$ cat src/design/rzs_pkg.sv
// Package for the rolling z-score signal block: sizes, payload structs,
// per-symbol state record, position codes and the sequencer state type.
// Depends on nothing; every module of the block imports it.
package rzs_pkg;

  localparam int SYMBOL_COUNT = 256;
  localparam int WINDOW       = 64;
  localparam int PRICE_BITS   = 24;

  localparam int SYM_BITS   = 8;
  localparam int TICK_BITS  = 32;
  localparam int CFG_BITS   = 8;
  localparam int MID_BITS   = PRICE_BITS + 1;
  localparam int WIN_BITS   = $clog2(WINDOW);
  localparam int SLOT_BITS  = (WIN_BITS < 1) ? 1 : WIN_BITS;
  localparam int FILL_BITS  = $clog2(WINDOW + 1);
  localparam int SUM_BITS   = MID_BITS + $clog2(WINDOW);
  localparam int SQR_BITS   = 2 * MID_BITS;
  localparam int SSQ_BITS   = SQR_BITS + $clog2(WINDOW);
  localparam int PROD_BITS  = 2 * SUM_BITS;
  localparam int LHS_BITS   = PROD_BITS + 2;
  localparam int THR_BITS   = PROD_BITS + CFG_BITS;
  localparam int ADDR_BITS  = $clog2(SYMBOL_COUNT * WINDOW);
  localparam int SIDX_BITS  = $clog2(SYMBOL_COUNT);

  localparam logic [CFG_BITS-1:0] ENTRY_RESET = 8'd16;
  localparam logic [CFG_BITS-1:0] EXIT_RESET  = 8'd1;

  localparam logic CFG_ENTRY = 1'b0;
  localparam logic CFG_EXIT  = 1'b1;

  localparam logic SIDE_BUY  = 1'b0;
  localparam logic SIDE_SELL = 1'b1;

  localparam logic [1:0] POS_FLAT  = 2'b00;
  localparam logic [1:0] POS_LONG  = 2'b01;
  localparam logic [1:0] POS_SHORT = 2'b11;

  typedef struct packed {
    logic [SYM_BITS-1:0]   symbol;
    logic [PRICE_BITS-1:0] bid_price;
    logic [PRICE_BITS-1:0] ask_price;
    logic [TICK_BITS-1:0]  tick_number;
  } tick_t;

  typedef struct packed {
    logic                  order_side;
    logic [SYM_BITS-1:0]   order_symbol;
    logic [PRICE_BITS-1:0] order_price;
    logic                  order_quantity;
    logic [TICK_BITS-1:0]  order_tick;
  } order_t;

  typedef struct packed {
    logic [CFG_BITS-1:0] entry_zsq_quarters;
    logic [CFG_BITS-1:0] exit_zsq_quarters;
  } thresholds_t;

  typedef struct packed {
    logic [SUM_BITS-1:0]  sum;
    logic [SSQ_BITS-1:0]  sumsq;
    logic [FILL_BITS-1:0] fill;
    logic [SLOT_BITS-1:0] slot;
    logic [1:0]           pos;
  } sym_state_t;

  typedef enum logic [3:0] {
    ST_IDLE, ST_READ, ST_WIN, ST_ACC, ST_SUM, ST_MUL1, ST_MUL2, ST_MUL3, ST_DEC
  } seq_state_t;

endpackage

$ cat src/design/rzs_front.sv
// Front end of the rolling z-score block: takes tick transfers and holds
// them in a two-entry queue for the back end. Depends on rzs_pkg.
module rzs_front (
  input  logic           clk,
  input  logic           rst,
  input  logic           in_valid,
  output logic           in_ready,
  input  rzs_pkg::tick_t in_item,
  output logic           q_valid,
  output rzs_pkg::tick_t q_item,
  input  logic           q_pop
);
  import rzs_pkg::*;

  tick_t      slots [2];
  logic       wr_ptr;
  logic       rd_ptr;
  logic [1:0] count;
  logic       push;
  logic       pop;

  assign in_ready = (count != 2'd2);
  assign push     = in_valid && in_ready;
  assign q_valid  = (count != 2'd0);
  assign pop      = q_pop && q_valid;
  assign q_item   = slots[rd_ptr];

  always_ff @(posedge clk) begin
    if (rst) begin
      wr_ptr <= 1'b0;
      rd_ptr <= 1'b0;
      count  <= 2'd0;
    end else begin
      if (push) wr_ptr <= ~wr_ptr;
      if (pop)  rd_ptr <= ~rd_ptr;
      count <= count + 2'(push) - 2'(pop);
    end
  end

  always_ff @(posedge clk) begin
    if (push) slots[wr_ptr] <= in_item;
  end

endmodule

$ cat config.mk
export PLATFORM = sky130hd
export DESIGN_NAME = rzs_front
export DESIGN_NICKNAME = d
export VERILOG_FILES = /design/src/design/rzs_pkg.sv /design/src/design/rzs_front.sv
export SDC_FILE = /design/constraint.sdc
export NUM_CORES = 1
export LEC_CHECK = 0
export BUFFER_PORTS_ARGS = -buffer_cell sky130_fd_sc_hd__buf_4
export CAP_MARGIN = 30
export CORE_ASPECT_RATIO = 0.75
export CORE_MARGIN = 2
export CORE_UTILIZATION = 52
export CTS_CLUSTER_DIAMETER = 80
export DETAILED_ROUTE_END_ITERATION = 8
export PLACE_DENSITY = 0.77
export RECOVER_POWER = 25
export SLEW_MARGIN = 20
export SYNTH_ARGS = -nofsm -noshare
export SYNTH_HDL_FRONTEND = slang
export SYNTH_SLANG_ARGS = --single-unit
$ cat constraint.sdc
create_clock -name clk -period 6.7 [get_ports clk]
set_input_delay 0.335 -clock clk [delete_from_list [all_inputs] [get_ports clk]]
set_output_delay 0.335 -clock clk [all_outputs]
set_load 0.005 [all_outputs]
# Word level (Yosys, flattened, before mapping)
# Memory sizes are Yosys's and may differ from the RTL's. A register that Yosys moved wholly into a read port is not among the register bits.
# Index checks and enable logic that the tools add are counted.
# word_totals
register_bits	4
ramBits	176
input_bits	92
n_memories	1
# classes
add_sub_neg	2
eq_ne	1
n_mux	4
bitwise	2
reduce_logical	3
# memory_table
memory	depth	width	rd	rd_ports_with_merged_regs	wr	line_no	text
slots	2	88	1	1	1	rzs_front.sv:15	tick_t slots [2];
# ops
op	n
$mux W1	4
$add A2 B1 Y2	1
$logic_and A1 B1 Y1	2
$ne A2 B2 Y1 const B	1
$not A1 Y1	2
$reduce_bool A2 Y1	1
$sub A2 B1 Y2	1

# Longest topological paths before layout
# logic_depth
ltp_word	4
ltp_mapped	8

# Worst setup path before layout
# No wires, ideal clock.
# synth_path
kind	reg-to-reg
startpoint	register count[0]
endpoint	memory slots[0][0] in the netlist's numbering, enable pin
setup_ns	0.535
arrival_time_ns	4.263
required_time_ns	6.165
slack_ns	1.902
path_stages_with_launch	4
n_path_buf	0
period_less_slack_ns	4.798
cell_sequence	dfxtp_1 nand2b_1 nand2_1 nor2_1
# synth_between
elab_chain_len	4
# synth_lines
element	line_no	text
start: declaration	rzs_front.sv:18	logic [1:0] count;
start signal: assignment	rzs_front.sv:36	count <= count + 2'(push) - 2'(pop);
$ne A2 B2 Y1	rzs_front.sv:22	assign in_ready = (count != 2'd2);
net in_ready	rzs_front.sv:7	output logic in_ready,
$logic_and A1 B1 Y1	rzs_front.sv:23	assign push = in_valid && in_ready;
$mux W1	rzs_front.sv:41	if (push) slots[wr_ptr] <= in_item;
$mux W1 (not written as such)	rzs_front.sv:41	
end: declaration	rzs_front.sv:15	
# The timed path passes the listed nets, and every way through them passes these cells.

==> results.ini <==
[critical_path]
crit_fanout = 45
r2r-end = slots[0][51]
crit_path_frequent_cell = buf_4
reg2reg_slack_ns = 4.33
cp_cell_sequence = buf_4 > mux2_2 > buf_4
rr_worst_depth = 5
crit_type = register to output pin
cp.required_ns = 6.36
slowest_stage = dfxtp_4
crit_path_end_kind = output pin
cp-start-kind = register
r2r_start = count[0]
crit_arrival_ns = 2.45
critPathMaxStageDelay_ns = 0.78

[cts]
ctsHtreeMaxLevel = 4
hold_buffers = 0
cts_tree = built
cts_root_buf = clkbuf_16
cts_buffers = 17
clkLatencyLatePin_ns = 0.41
cts_sinks = 181
clk_pin_slew_ns = 0.06
cts_setup_buffers = 0
cts.repair.resized = 0
clock_path_buffers = 2

[routing]
drc = 0
drt-initial-drc-count = 205
vias = 3364
finalWirelength_mm = 12.1
ant_nets = 0
firstDrtPassIters = 4
wire_per_inst_um = 18.0
viasPerCell = 5.01

[worst_hold_path]
holdPathStages = 1
min-delay-start = in_item[47]
hp-class = input pin to register
whs_endpoint = slots[1][47]

[sta]
hold_violations = 0
skew_ns = 0.0101
rsz0062_at_grt = no
slew_headroom = 0.516
finalCritPeriodShare = 0.416
maxClockFrequency_mhz = 358
worst_pin_slew_ns = 0.726
slew_violations = 0
post-route-min-period_ns = 2.79
finalSetupViolations = 0
fin_setup_tns_ns = 0

[pwr]
p_leak_nw = 3.25
ir_worst_vdd_v = 0.000229
p_per_area_mw_per_mm2 = 359

[floorplanning]
rows = 35
die-area_mm2 = 0.0137
start_util = 0.537
die_x_um = 135
core_region_area_mm2 = 0.0124
fp.dieH_um = 102
pin_count = 182

[yosys]
synth-seq-cells = 181
syn_area_per_cell_um2 = 22.3
synth_warnings = 0
synth_cell_types = 17
synthesis.nets = 392
syn-cell-area_mm2 = 0.00665
ys_seq_area_frac = 0.809
syn_inst = 298

[placed_design]
portBuffers = 181
dp_hpwl_mm = 8.18
gp_congestion = 0.772

[status]
status = completed

[global_routing]
grt_overflow_total = 0
grt_max_degree = 54
antenna_found_initial = 0
grt_pass1_wl_mm = 17.7
grt_pass1_vias = 3471
grt.total_usage = 0.176

[cells_and_area]
nets = 586
drive_gt1_frac = 0.592
final_util = 0.703
area_growth_syn_to_layout_pct = 30.9
n_antenna_cell = 0

[flow_run]
drv_cap = 0

flip-flops by register name (all words and copies together), names as in the netlist, named ones only:
signal  flops
count       2
rd_ptr      1
slots     176
wr_ptr      1
cell usage in the layout, fill, tap and decap left out, drive strengths merged:
cell type and count:
clkbuf 80, nor2 5, xor2 1, inv 4, clkinv 6, and3 1, ha 2, dfxtp 5
o21a 1, nand2 1, buf 124, nor2b 2, or2 1, edfxtp 176, clkinvlp 4, mux2 89
nand2b 1, xnor2 2
report_power, final:
part	switching (W)	internal (W)	leakage [nW]	total, W
registers	0.0000743	0.00142	1.69	0.00150
clock network	0.000405	0.000478	0.250	0.000884
logic	0.000302	0.000441	1.31	0.000743
total	0.000782	0.00234	3.25	0.00312
synthesized netlist by cell type:
cell      count  area share
edfxtp_1    176        0.79
mux2_2       69        0.12
mux2_4       20       0.045
buf_2         6      0.0045
dfxtp_1       5       0.015
nor2_1        5      0.0028
buf_6         4      0.0068
ha_1          2      0.0038
nor2b_1       2      0.0019
xnor2_1       2      0.0026
and3_1        1     0.00094
inv_1         1     0.00056
nand2_1       1     0.00056
nand2b_1      1     0.00094
o21a_1        1      0.0011
or2_2         1     0.00094
xor2_1        1      0.0013
per-layer routing:
metal,track usage,vias up,part of all wire
met5,0,-,0
met4,0.0632,0,0.0083
met3,0.0734,7,0.090
met2,0.278,138,0.48
met1,0.222,1645,0.42
li1,-,1574,-
layout make-up:
| cell class | instances | area (um^2) |
|---|---|---|
| Clock buffer | 19 | 433 |
| Clock inverter | 13 | 101 |
| Fill cell | 810 | 3680 |
| Inverter | 1 | 3.75 |
| Multi-Input combinational cell | 106 | 1200 |
| Sequential cell | 181 | 5390 |
| Tap cell | 166 | 208 |
| Timing Repair Buffer | 185 | 1380 |
through the flow:
step	area [um^2]	worst slack (ns)	power, W	hold WS (ns)	instances
after CTS	8750	3.88	0.00317	0.0856	671
after floorplan	6650	1.90	0.00191	0.407	298
final	8710	3.91	0.00312	0.111	671
after global routing	8710	3.80	0.00326	0.0918	671
after detailed placement	8210	4.33	0.00228	0.523	639
after global placement	8180	4.10	0.00224	0.494	638
critical path: cells and delay by family (launching register included):
family   cells  cell delay, ns
buf+inv      2            0.79
flops        1            0.78
mux          1            0.43
logic make-up after synthesis:
| group | Yosys count | synth area share |
|---|---|---|
| DFF | 181 | 0.809 |
| adders and majority gates | 2 | 0.00376 |
| xor gates and xnor gates | 3 | 0.00395 |
| and+or+nand+nor | 11 | 0.00809 |
| buffers and inverters | 11 | 0.0118 |
| muxes | 89 | 0.162 |
| AOI/OAI and AO/OA | 1 | 0.00113 |
how the worst max path moves through the flow:
stage	depth (start not counted)	endpoint	from	slack (ns)
after floorplan	3	slots[0][0]	count[0]	1.90
after global placement	4	slots[0][25]	count[0]	4.10
after detailed placement	5	slots[0][26]	count[0]	4.33
after CTS	3	q_item[49]	register	3.88
after global routing	3	q_item[49]	register	3.80
final	3	q_item[53]	register	3.91
Note: power is estimated with default switching activity, not from simulation.
